<file path="src/atw_pkg.sv">
// Shared types and constants of the ANSI text terminal writer.
`default_nettype none
package atw_pkg;

   localparam logic [1:0] ACT_WRITE  = 2'd0;
   localparam logic [1:0] ACT_SCROLL = 2'd1;
   localparam logic [1:0] ACT_MOVE   = 2'd2;

   localparam logic [1:0] PH_IDLE    = 2'd0;
   localparam logic [1:0] PH_ESC     = 2'd1;
   localparam logic [1:0] PH_CSI     = 2'd2;

   localparam logic [7:0] CH_ESC     = 8'h1B;
   localparam logic [7:0] CH_LF      = 8'h0A;
   localparam logic [7:0] CH_CR      = 8'h0D;
   localparam logic [7:0] CH_BS      = 8'h08;
   localparam logic [7:0] CH_TAB     = 8'h09;
   localparam logic [7:0] CH_SPACE   = 8'h20;
   localparam logic [7:0] CH_LBRACK  = 8'h5B;
   localparam logic [7:0] CH_SEMI    = 8'h3B;
   localparam logic [7:0] CH_M       = 8'h6D;
   localparam logic [7:0] CH_ZERO    = 8'h30;
   localparam logic [7:0] CH_NINE    = 8'h39;

   localparam logic [3:0] COL_WHITE  = 4'd7;
   localparam logic [3:0] COL_BLACK  = 4'd0;

   localparam logic [7:0] SGR_RESET  = 8'd0;
   localparam logic [7:0] SGR_BOLD   = 8'd1;
   localparam logic [7:0] SGR_INVERT = 8'd7;
   localparam logic [7:0] SGR_FG_LO  = 8'd30;
   localparam logic [7:0] SGR_FG_HI  = 8'd37;
   localparam logic [7:0] SGR_FG_DEF = 8'd39;
   localparam logic [7:0] SGR_BG_LO  = 8'd40;
   localparam logic [7:0] SGR_BG_HI  = 8'd47;
   localparam logic [7:0] SGR_BG_DEF = 8'd49;

   localparam logic [2:0] OP_NONE    = 3'd0;
   localparam logic [2:0] OP_LOAD    = 3'd1;
   localparam logic [2:0] OP_WRITE   = 3'd2;
   localparam logic [2:0] OP_SCROLL  = 3'd3;
   localparam logic [2:0] OP_MOVE    = 3'd4;
   localparam logic [2:0] OP_SGR     = 3'd5;

   typedef struct packed {
      logic [2:0] op;
   } atw_cmd_type;

   typedef struct packed {
      logic out_free;
      logic is_parse;
      logic write_emits;
      logic tab_more;
      logic sgr_go;
      logic scroll_need;
      logic sgr_last;
   } atw_status_type;

endpackage
`default_nettype wire

</file>
<file path="src/atw_ifs.sv">
// Valid/ready channel interfaces for input bytes and result words.
`default_nettype none
interface atw_req_if;
   logic       valid;
   logic       ready;
   logic [7:0] char_byte;
   modport source (output valid, output char_byte, input ready);
   modport sink (input valid, input char_byte, output ready);
endinterface

interface atw_rsp_if;
   logic        valid;
   logic        ready;
   logic [1:0]  action;
   logic [11:0] cell_index;
   logic [7:0]  glyph;
   logic [3:0]  fore_colour;
   logic [3:0]  back_colour;
   logic        last;
   modport source (output valid, output action, output cell_index, output glyph,
                   output fore_colour, output back_colour, output last, input ready);
   modport sink (input valid, input action, input cell_index, input glyph,
                 input fore_colour, input back_colour, input last, output ready);
endinterface
`default_nettype wire

</file>
<file path="src/atw_ctrl.sv">
// Sequencing state machine of the terminal writer.
`default_nettype none
module atw_ctrl (
   input  wire logic                    clock,
   input  wire logic                    reset,
   input  wire logic                    req_valid,
   output logic                         req_ready,
   input  wire atw_pkg::atw_status_type status,
   output atw_pkg::atw_cmd_type         cmd
);
   import atw_pkg::*;

   localparam logic [2:0] S_IDLE   = 3'd0;
   localparam logic [2:0] S_WRITE  = 3'd1;
   localparam logic [2:0] S_SCROLL = 3'd2;
   localparam logic [2:0] S_MOVE   = 3'd3;
   localparam logic [2:0] S_SGR    = 3'd4;

   logic [2:0] state_ff, state_in;

   assign req_ready = (state_ff == S_IDLE);

   always_comb begin
      state_in = state_ff;
      cmd.op   = OP_NONE;
      case (state_ff)
         S_IDLE: begin
            if (req_valid) begin
               cmd.op   = OP_LOAD;
               state_in = S_WRITE;
            end
         end
         S_WRITE: begin
            if (!status.write_emits || status.out_free) begin
               cmd.op = OP_WRITE;
               if (status.is_parse) begin
                  state_in = status.sgr_go ? S_SGR : S_IDLE;
               end else if (!status.tab_more) begin
                  state_in = S_SCROLL;
               end
            end
         end
         S_SCROLL: begin
            if (!status.scroll_need) begin
               state_in = S_MOVE;
            end else if (status.out_free) begin
               cmd.op   = OP_SCROLL;
               state_in = S_MOVE;
            end
         end
         S_MOVE: begin
            if (status.out_free) begin
               cmd.op   = OP_MOVE;
               state_in = S_IDLE;
            end
         end
         S_SGR: begin
            cmd.op = OP_SGR;
            if (status.sgr_last) begin
               state_in = S_IDLE;
            end
         end
         default: begin
            state_in = S_IDLE;
         end
      endcase
   end

   always_ff @(posedge clock) begin
      if (reset) begin
         state_ff <= S_IDLE;
      end else begin
         state_ff <= state_in;
      end
   end
endmodule
`default_nettype wire

</file>
<file path="src/atw_datapath.sv">
// Cursor, colour, escape parser state and result register of the terminal writer.
`default_nettype none
module atw_datapath #(
   parameter int COLUMNS    = 80,
   parameter int ROWS       = 30,
   parameter int MAX_PARAMS = 16
) (
   input  wire logic                    clock,
   input  wire logic                    reset,
   input  wire atw_pkg::atw_cmd_type    cmd,
   output atw_pkg::atw_status_type      status,
   input  wire logic [7:0]              req_char_byte,
   input  wire logic                    rsp_ready,
   output logic                         rsp_valid,
   output logic [1:0]                   rsp_action,
   output logic [11:0]                  rsp_cell_index,
   output logic [7:0]                   rsp_glyph,
   output logic [3:0]                   rsp_fore_colour,
   output logic [3:0]                   rsp_back_colour,
   output logic                         rsp_last
);
   import atw_pkg::*;

   localparam int CELLS  = COLUMNS * ROWS;
   localparam int CELL_W = $clog2(2 * CELLS);
   localparam int COL_W  = $clog2(COLUMNS);
   localparam int SLOT_W = $clog2(MAX_PARAMS + 1);
   localparam int IDX_W  = (MAX_PARAMS > 1) ? $clog2(MAX_PARAMS) : 1;
   localparam logic [CELL_W-1:0] CELLS_C   = CELL_W'(CELLS);
   localparam logic [CELL_W-1:0] COLS_C    = CELL_W'(COLUMNS);
   localparam logic [CELL_W-1:0] BOTTOM_C  = CELL_W'(CELLS - COLUMNS);
   localparam logic [COL_W-1:0]  LAST_COL  = COL_W'(COLUMNS - 1);
   localparam logic [SLOT_W-1:0] MAX_SLOT  = SLOT_W'(MAX_PARAMS);
   localparam logic [IDX_W-1:0]  LAST_IDX  = IDX_W'(MAX_PARAMS - 1);

   logic [7:0]        byte_ff;
   logic [CELL_W-1:0] cursor_ff, cursor_in;
   logic [COL_W-1:0]  col_ff, col_in;
   logic [3:0]        fore_ff, fore_in, back_ff, back_in;
   logic [1:0]        phase_ff, phase_in;
   logic [SLOT_W-1:0] slot_ff, slot_in;
   logic [IDX_W-1:0]  walk_ff, walk_in;
   logic [7:0]        params_ff [MAX_PARAMS];

   logic              out_free, load_out, clear_params, digit_wr;
   logic [1:0]        out_action;
   logic [CELL_W-1:0] out_cell, cursor_inc, cursor_dec, col_ext;
   logic [CELL_W+11:0] cell_wide;
   logic [7:0]        out_glyph, rd_val;
   logic [3:0]        out_fore, out_back;
   logic              out_last;
   logic [IDX_W-1:0]  rd_idx;
   logic [11:0]       digit_mul;
   logic [7:0]        digit_val;
   logic              is_digit;
   logic [COL_W-1:0]  col_inc, col_dec;

   assign out_free   = !rsp_valid || rsp_ready;
   assign cursor_inc = cursor_ff + CELL_W'(1);
   assign cursor_dec = cursor_ff - CELL_W'(1);
   assign col_ext    = CELL_W'(col_ff);
   assign col_inc    = (col_ff == LAST_COL) ? '0 : col_ff + COL_W'(1);
   assign col_dec    = (col_ff == '0) ? LAST_COL : col_ff - COL_W'(1);
   assign is_digit   = (byte_ff >= CH_ZERO) && (byte_ff <= CH_NINE);
   assign rd_idx     = (cmd.op == OP_SGR) ? walk_ff : slot_ff[IDX_W-1:0];
   assign rd_val     = params_ff[rd_idx];
   assign digit_mul  = {4'd0, rd_val} * 12'd10 + {4'd0, byte_ff - CH_ZERO};
   assign digit_val  = (digit_mul > 12'd255) ? 8'd255 : digit_mul[7:0];

   always_comb begin
      status.out_free    = out_free;
      status.is_parse    = (phase_ff != PH_IDLE);
      status.write_emits = (phase_ff == PH_IDLE) && (byte_ff != CH_ESC) &&
                           (byte_ff != CH_LF) && (byte_ff != CH_CR) &&
                           ((byte_ff != CH_BS) || (cursor_ff != '0));
      status.tab_more    = (byte_ff == CH_TAB) && (cursor_inc[1:0] != 2'd0) &&
                           (cursor_inc < CELLS_C);
      status.sgr_go      = (phase_ff == PH_CSI) && (byte_ff == CH_M);
      status.scroll_need = (cursor_ff >= CELLS_C);
      status.sgr_last    = ({{SLOT_W{1'b0}}, walk_ff} == {{IDX_W{1'b0}}, slot_ff}) ||
                           (walk_ff == LAST_IDX);
   end

   always_comb begin
      cursor_in    = cursor_ff;
      col_in       = col_ff;
      fore_in      = fore_ff;
      back_in      = back_ff;
      phase_in     = phase_ff;
      slot_in      = slot_ff;
      walk_in      = walk_ff;
      clear_params = 1'b0;
      digit_wr     = 1'b0;
      load_out     = 1'b0;
      out_action   = ACT_WRITE;
      out_cell     = cursor_ff;
      out_glyph    = byte_ff;
      out_fore     = fore_ff;
      out_back     = back_ff;
      out_last     = 1'b0;
      case (cmd.op)
         OP_LOAD: begin
            walk_in = '0;
         end
         OP_WRITE: begin
            if (phase_ff == PH_ESC) begin
               if (byte_ff == CH_LBRACK) begin
                  phase_in     = PH_CSI;
                  slot_in      = '0;
                  clear_params = 1'b1;
               end else begin
                  phase_in = PH_IDLE;
               end
            end else if (phase_ff == PH_CSI) begin
               if (is_digit) begin
                  digit_wr = (slot_ff < MAX_SLOT);
               end else if (byte_ff == CH_SEMI) begin
                  if (slot_ff < MAX_SLOT) begin
                     slot_in = slot_ff + SLOT_W'(1);
                  end
               end else begin
                  phase_in = PH_IDLE;
               end
            end else if (phase_ff != PH_IDLE) begin
               phase_in = PH_IDLE;
            end else if (byte_ff == CH_ESC) begin
               phase_in = PH_ESC;
            end else if (byte_ff == CH_LF) begin
               cursor_in = cursor_ff - col_ext + COLS_C;
               col_in    = '0;
            end else if (byte_ff == CH_CR) begin
               cursor_in = cursor_ff - col_ext;
               col_in    = '0;
            end else if (byte_ff == CH_BS) begin
               if (cursor_ff != '0) begin
                  cursor_in = cursor_dec;
                  col_in    = col_dec;
                  load_out  = 1'b1;
                  out_cell  = cursor_dec;
                  out_glyph = CH_SPACE;
               end
            end else begin
               cursor_in = cursor_inc;
               col_in    = col_inc;
               load_out  = 1'b1;
               if (byte_ff == CH_TAB) begin
                  out_glyph = CH_SPACE;
               end
            end
         end
         OP_SCROLL: begin
            cursor_in  = cursor_ff - COLS_C;
            load_out   = 1'b1;
            out_action = ACT_SCROLL;
            out_cell   = BOTTOM_C;
            out_glyph  = CH_SPACE;
         end
         OP_MOVE: begin
            load_out   = 1'b1;
            out_action = ACT_MOVE;
            out_glyph  = 8'd0;
            out_fore   = 4'd0;
            out_back   = 4'd0;
            out_last   = 1'b1;
         end
         OP_SGR: begin
            walk_in = walk_ff + IDX_W'(1);
            if (rd_val == SGR_RESET) begin
               fore_in = COL_WHITE;
               back_in = COL_BLACK;
            end else if (rd_val == SGR_BOLD) begin
               fore_in = fore_ff | 4'd8;
            end else if (rd_val == SGR_INVERT) begin
               fore_in = back_ff;
               back_in = fore_ff;
            end else if (rd_val == SGR_FG_DEF) begin
               fore_in = {fore_ff[3], COL_WHITE[2:0]};
            end else if (rd_val == SGR_BG_DEF) begin
               back_in = {back_ff[3], COL_BLACK[2:0]};
            end else if ((rd_val >= SGR_FG_LO) && (rd_val <= SGR_FG_HI)) begin
               fore_in = {fore_ff[3], 3'(rd_val - SGR_FG_LO)};
            end else if ((rd_val >= SGR_BG_LO) && (rd_val <= SGR_BG_HI)) begin
               back_in = {back_ff[3], 3'(rd_val - SGR_BG_LO)};
            end
         end
         default: begin
         end
      endcase
   end

   assign cell_wide = {12'd0, out_cell};

   always_ff @(posedge clock) begin
      if (reset) begin
         cursor_ff <= '0;
         col_ff    <= '0;
         fore_ff   <= COL_WHITE;
         back_ff   <= COL_BLACK;
         phase_ff  <= PH_IDLE;
         slot_ff   <= '0;
         walk_ff   <= '0;
         rsp_valid <= 1'b0;
         for (int i = 0; i < MAX_PARAMS; i++) begin
            params_ff[i] <= 8'd0;
         end
      end else begin
         cursor_ff <= cursor_in;
         col_ff    <= col_in;
         fore_ff   <= fore_in;
         back_ff   <= back_in;
         phase_ff  <= phase_in;
         slot_ff   <= slot_in;
         walk_ff   <= walk_in;
         if (load_out) begin
            rsp_valid <= 1'b1;
         end else if (rsp_ready) begin
            rsp_valid <= 1'b0;
         end
         if (clear_params) begin
            for (int i = 0; i < MAX_PARAMS; i++) begin
               params_ff[i] <= 8'd0;
            end
         end else if (digit_wr) begin
            params_ff[rd_idx] <= digit_val;
         end
      end
   end

   always_ff @(posedge clock) begin
      if (cmd.op == OP_LOAD) begin
         byte_ff <= req_char_byte;
      end
      if (load_out) begin
         rsp_action      <= out_action;
         rsp_cell_index  <= cell_wide[11:0];
         rsp_glyph       <= out_glyph;
         rsp_fore_colour <= out_fore;
         rsp_back_colour <= out_back;
         rsp_last        <= out_last;
      end
   end
endmodule
`default_nettype wire

</file>
<file path="src/ansi_text_terminal_writer_top.sv">
// Top level of the ANSI text terminal writer.
// The block takes one character byte per word on req_chan and gives cell
// writes, an optional scroll of one row and a final cursor move on rsp_chan,
// the last of these words marked by last. Bytes inside an ESC [ ... m
// sequence, and the byte after ESC, give no words; ESC itself gives a move.
// One byte is handled at a time: it is taken, then its result words are given
// in turn while the receiver keeps up. A closing m walks the stored
// parameters one per cycle, up to MAX_PARAMS of them.
// The next byte is taken as soon as the last word sits in the output
// register, even while the receiver has not yet taken it.
// When the receiver stalls, the output register holds its word and the
// sequencer waits. Reset puts the cursor at cell 0, white on black, the
// parser idle and all parameters at zero.
`default_nettype none
module ansi_text_terminal_writer_top #(
   parameter int COLUMNS    = 80,
   parameter int ROWS       = 30,
   parameter int MAX_PARAMS = 16
) (
   input  wire logic clock,
   input  wire logic reset,
   atw_req_if.sink   req_chan,
   atw_rsp_if.source rsp_chan
);
   import atw_pkg::*;

   atw_cmd_type    cmd;
   atw_status_type status;

   atw_ctrl u_ctrl (
      .clock     (clock),
      .reset     (reset),
      .req_valid (req_chan.valid),
      .req_ready (req_chan.ready),
      .status    (status),
      .cmd       (cmd)
   );

   atw_datapath #(
      .COLUMNS    (COLUMNS),
      .ROWS       (ROWS),
      .MAX_PARAMS (MAX_PARAMS)
   ) u_datapath (
      .clock           (clock),
      .reset           (reset),
      .cmd             (cmd),
      .status          (status),
      .req_char_byte   (req_chan.char_byte),
      .rsp_ready       (rsp_chan.ready),
      .rsp_valid       (rsp_chan.valid),
      .rsp_action      (rsp_chan.action),
      .rsp_cell_index  (rsp_chan.cell_index),
      .rsp_glyph       (rsp_chan.glyph),
      .rsp_fore_colour (rsp_chan.fore_colour),
      .rsp_back_colour (rsp_chan.back_colour),
      .rsp_last        (rsp_chan.last)
   );
endmodule
`default_nettype wire

</file>
<file path="src/flat_wrapper.sv">
// flat-port wrapper written by rule: the top's interface ports become plain ports
module ansi_text_terminal_writer_top_flat import atw_pkg::*;
#(
   parameter int COLUMNS    = 80,
   parameter int ROWS       = 30,
   parameter int MAX_PARAMS = 16
)
  (clock, reset, req_chan_valid, req_chan_char_byte, req_chan_ready, rsp_chan_valid, rsp_chan_action, rsp_chan_cell_index, rsp_chan_glyph, rsp_chan_fore_colour, rsp_chan_back_colour, rsp_chan_last, rsp_chan_ready);
  atw_req_if req_chan_i ();
  atw_rsp_if rsp_chan_i ();
  input  wire logic clock;
  input  wire logic reset;
  input wire logic [$bits(req_chan_i.valid)-1:0] req_chan_valid;
  input wire logic [$bits(req_chan_i.char_byte)-1:0] req_chan_char_byte;
  output wire logic [$bits(req_chan_i.ready)-1:0] req_chan_ready;
  output wire logic [$bits(rsp_chan_i.valid)-1:0] rsp_chan_valid;
  output wire logic [$bits(rsp_chan_i.action)-1:0] rsp_chan_action;
  output wire logic [$bits(rsp_chan_i.cell_index)-1:0] rsp_chan_cell_index;
  output wire logic [$bits(rsp_chan_i.glyph)-1:0] rsp_chan_glyph;
  output wire logic [$bits(rsp_chan_i.fore_colour)-1:0] rsp_chan_fore_colour;
  output wire logic [$bits(rsp_chan_i.back_colour)-1:0] rsp_chan_back_colour;
  output wire logic [$bits(rsp_chan_i.last)-1:0] rsp_chan_last;
  input wire logic [$bits(rsp_chan_i.ready)-1:0] rsp_chan_ready;
  assign req_chan_i.valid = req_chan_valid;
  assign req_chan_i.char_byte = req_chan_char_byte;
  assign req_chan_ready = req_chan_i.ready;
  assign rsp_chan_valid = rsp_chan_i.valid;
  assign rsp_chan_action = rsp_chan_i.action;
  assign rsp_chan_cell_index = rsp_chan_i.cell_index;
  assign rsp_chan_glyph = rsp_chan_i.glyph;
  assign rsp_chan_fore_colour = rsp_chan_i.fore_colour;
  assign rsp_chan_back_colour = rsp_chan_i.back_colour;
  assign rsp_chan_last = rsp_chan_i.last;
  assign rsp_chan_i.ready = rsp_chan_ready;
  ansi_text_terminal_writer_top #(.COLUMNS(COLUMNS), .ROWS(ROWS), .MAX_PARAMS(MAX_PARAMS)) u_core (.clock(clock), .reset(reset), .req_chan(req_chan_i), .rsp_chan(rsp_chan_i));
endmodule
</file>
<file path="config.mk">
export PLATFORM = sky130hd
export DESIGN_NAME = ansi_text_terminal_writer_top_flat
export DESIGN_NICKNAME = d
export VERILOG_FILES = /design/src/atw_pkg.sv /design/src/atw_ifs.sv /design/src/atw_ctrl.sv /design/src/atw_datapath.sv /design/src/ansi_text_terminal_writer_top.sv /design/src/flat_wrapper.sv
export SDC_FILE = /design/constraint.sdc
export NUM_CORES = 1
export LEC_CHECK = 0
export BUFFER_PORTS_ARGS = -buffer_cell sky130_fd_sc_hd__buf_2
export CAP_MARGIN = 20
export CORE_AREA = 3 3 176 178
export CTS_BUF_LIST = sky130_fd_sc_hd__clkbuf_4
export CTS_CLUSTER_DIAMETER = 120
export DETAILED_ROUTE_END_ITERATION = 16
export DIE_AREA = 0 0 179 181
export PLACE_DENSITY_LB_ADDON = 0.2
export SLEW_MARGIN = 20
export SYNTH_ARGS = -nofsm -noshare
export SYNTH_HDL_FRONTEND = slang
export SYNTH_HIERARCHICAL = 1
export SYNTH_SLANG_ARGS = --single-unit
export TNS_END_PERCENT = 5
</file>
<file path="constraint.sdc">
create_clock -name clock -period 12.9 [get_ports clock]
set_input_delay 1.935 -clock clock [delete_from_list [all_inputs] [get_ports clock]]
set_output_delay 1.935 -clock clock [all_outputs]
set_load 0.03 [all_outputs]
</file>
==> results.py <==
metrics = {
    "worst_setup_path": {
        "worstReg2RegEnd": "u_core/u_datapath/params_ff[7][2]",
        "cp_slowest_cell": "buf_4",
        "r2r_slack_ns": 3.30,
        "arrival_ns": 9.98,
        "crit_path_end": "u_core/u_datapath/params_ff[7][2]",
        "cp-end-kind": "flip-flop",
        "cp_max_fo": 38,
        "rr_startpoint": "u_core/u_datapath/cursor_ff[5]",
        "slowest_delay_ns": 0.63,
        "worstSetupPathType": "flip-flop to flip-flop",
        "setup.worst_path.start": "u_core/u_datapath/cursor_ff[5]",
        "start_kind": "flip-flop",
        "critPathRequiredTime_ns": 13.28,
        "ff2ff_path_depth": 30,
    },
    "die": {
        "placement_rows": 63,
        "design.core.area_sq_mm": 0.02956,
        "initial_core_util": 0.4662,
        "dieArea_sq_mm": 0.03240,
        "die_h_um": 181,
        "pin_count": 45,
        "die_w_um": 179,
    },
    "clocking": {
        "clk_latency_ns": 0.72,
        "cts_resized": 0,
        "cts-root-buf": "clkbuf_4",
        "numCtsBuffers": 56,
        "ctsHoldBuffers": 0,
        "post_cts_buffers": 0,
        "cts.sinks": 209,
        "cts_tree": "built",
        "cts_max_path_buffers": 3,
        "clk_pin_slew_ns": 0.06,
        "h-tree-depth": 2,
    },
    "sta": {
        "tightestPinTransition_ns": 1.020,
        "fin_crit_sh": 0.7441,
        "maxSlewViolCount": 0,
        "setup_tns_ns": 0,
        "skew_ns": 0.06768,
        "relSlewSlack": 0.3177,
        "rsz0062_at_grt": "false",
        "maxClockFrequency_mhz": 104.2,
        "setup_violations": 0,
        "final_hold_viol_count": 0,
        "finalCriticalPeriod_ns": 9.599,
    },
    "layout": {
        "nets": 1516,
        "multi_input_area_sq_mm": 0.007289,
        "layout.cells.non_filler": 1889,
        "seqCellArea_sq_mm": 0.005848,
        "n_fill_cell": 2797,
        "layout-drive-gt1-share": 0.1262,
        "area_delta_synth_final_pct": 7.718,
    },
    "routing": {
        "routed-wl-met3_um": 2304,
        "drt-total-wl_um": 35970,
        "drtPass1Iterations": 6,
        "wl_per_cell_um": 19.04,
        "routed_via_density": 5.862,
        "dr_wl_met2_um": 16350,
        "m1WireLength_um": 16390,
        "ant_nets": 0,
        "top_layer": "met4",
        "drtIter0Drc": 821,
        "drc": 0,
        "vias": 11070,
    },
    "synthesis": {
        "yosysTopAreaCell": "edfxtp_1",
        "synthFlopType": "edfxtp_1",
        "yosys-top-cells-count": "237 x nor2_1, 207 x mux2i_1, 166 x edfxtp_1",
        "synthCells": 1423,
        "seq_area_frac_synth": 0.4242,
        "synthesis.area_sq_mm": 0.01378,
        "syn_nets": 1481,
        "synth_most_common_cell": "nor2_1",
        "synth_edf_count": 166,
        "synthTopCellsByArea": "edfxtp_1 36%, mux2i_1 15%, nor2_1 6.5%, dfxtp_1 6.2%, ha_1 3.9%",
        "yosysUniqueCellTypes": 82,
        "yosysWarnings": 6,
        "synth.avg_cell_area_sq_um": 9.683,
        "synth_top_area_frac": 0.3618,
        "async_flop_share": 0,
        "synth-seq-cells": 209,
    },
    "power": {
        "power_density_mw_per_mm2": 118.9,
        "leakage_nw": 5.903,
        "ir_worst_vdd_v": 0.00006806,
        "total_power_mw": 1.765,
    },
    "placed_design": {
        "place_inst": 1790,
        "place.gp.congestion": 0.9320,
        "dp.final_hpwl_um": 24460,
        "io_buffers": 44,
    },
    "job": {
        "maxCapViolations": 0,
    },
    "grt": {
        "overflow": 0,
        "globalRouteTotalUtil": 0.2204,
        "first_global_vias": 10520,
        "antenna_found_initial": 1,
        "grt_pass1_wl_um": 57040,
        "grt_max_degree": 40,
    },
    "min_path": {
        "hp-class": "flip-flop to flip-flop",
        "holdPathStages": 2,
    },
    "run_status": {
        "status": "complete, no violations",
    },
}
## sequential cells by signal, summed over array words and instances, names as in the netlist
register and flops:
u_core/u_datapath/col_ff 7, u_core/u_datapath/byte_ff 8, u_core/u_datapath/back_ff 4, u_core/u_datapath/rsp_back_colour 4, u_core/u_ctrl/state_ff 3, u_core/u_datapath/rsp_cell_index 12, u_core/u_datapath/phase_ff 2, u_core/u_datapath/walk_ff 4
u_core/u_datapath/rsp_action 2, u_core/u_datapath/slot_ff 5, u_core/u_datapath/params_ff 128, u_core/u_datapath/rsp_glyph 8, u_core/u_datapath/cursor_ff 13, u_core/u_datapath/rsp_fore_colour 4, u_core/u_datapath/rsp_valid 1, u_core/u_datapath/fore_ff 4
## how the worst min path moves through the flow
stage	startpoint	end	slack (ns)
floorplan	u_core/u_datapath/fore_ff[1]	u_core/u_datapath/fore_ff[1]	0.46
global placement	u_core/u_datapath/back_ff[3]	u_core/u_datapath/fore_ff[3]	0.48
detailed placement	u_core/u_datapath/back_ff[0]	u_core/u_datapath/back_ff[0]	0.50
CTS	u_core/u_datapath/back_ff[3]	u_core/u_datapath/fore_ff[3]	0.51
global route	u_core/u_datapath/back_ff[3]	u_core/u_datapath/fore_ff[3]	0.56
finish	u_core/u_datapath/back_ff[3]	u_core/u_datapath/fore_ff[3]	0.51
## per-layer routing
layer | vias to the layer above | track usage
li1 | 5309 | -
met1 | 5300 | 0.3143
met2 | 392 | 0.3429
met3 | 72 | 0.03678
met4 | 0 | 0.06764
met5 | - | 0
## power breakdown
| part | total [mW] | switching [mW] | internal (mW) | leakage, nW |
|---|---|---|---|---|
| logic | 0.398 | 0.275 | 0.123 | 3.56 |
| clock network | 0.559 | 0.279 | 0.280 | 0.404 |
| registers | 0.807 | 0.0367 | 0.771 | 1.94 |
## layout by cell type, fill, tap and decap left out, types with 12 or more instances in the layout
master and n:
a21oi_1 61, and2_1 12, and3_1 14, buf_2 44, buf_4 15, clkbuf_4 78, clkinv_1 16, dfxtp_1 41
edfxtp_1 166, ha_1 43, inv_1 49, mux2i_1 206, nand2_1 102, nand3_1 37, nor2_1 237, nor3_1 33
o21ai_0 58, o22ai_1 24, o31ai_1 14, or3_1 12, xnor2_1 18, xor2_1 17
## cell families (layout without fill, tap and decap cells)
logic type | count (synthesis) | in the layout | synth area share
compound gates | 256 | 256 | 0.1277
xor+xnor | 35 | 35 | 0.02225
fa+ha+maj | 46 | 46 | 0.04340
buf+inv | 136 | 211 | 0.04813
flops | 209 | 209 | 0.4242
mux | 210 | 210 | 0.1531
other cells | 0 | 1 | 0
simple gates | 531 | 531 | 0.1812
## worst max-delay path: cells and delay by family, from the launching register on
family                   cells  cell delay (ns)
AND/OR/NAND/NOR             13             3.07
AO/OA/AOI/OAI                6             1.99
adder cells (fa/ha/maj)      5             1.55
buffers and inverters        3             1.18
multiplexers                 3             0.97
flip-flops                   1             0.48
## cell type report
| cell class | count | share of cell area |
|---|---|---|
| Antenna cell | 1 | 0.0001686 |
| Clock buffer | 78 | 0.03945 |
| Clock inverter | 20 | 0.006322 |
| Inverter | 54 | 0.01366 |
| Multi-Input combinational cell | 1078 | 0.4911 |
| Sequential cell | 209 | 0.3940 |
| Tap cell | 390 | 0.03288 |
| Timing Repair Buffer | 59 | 0.02242 |
## through the flow
stage	area, sq um	utilization	setup WS, ns	hold WS, ns
2_1_floorplan	13780	-	5.014	0.4572
3_3_place_gp	14160	0.4791	3.441	0.4803
3_5_place_dp	14160	0.4791	3.363	0.4954
4_1_cts	14840	0.5021	3.475	0.5066
5_1_grt	14840	0.5021	2.720	0.5556
6_report	14840	0.5021	3.301	0.5070
No activity file was read; power rests on OpenSTA's default activity.
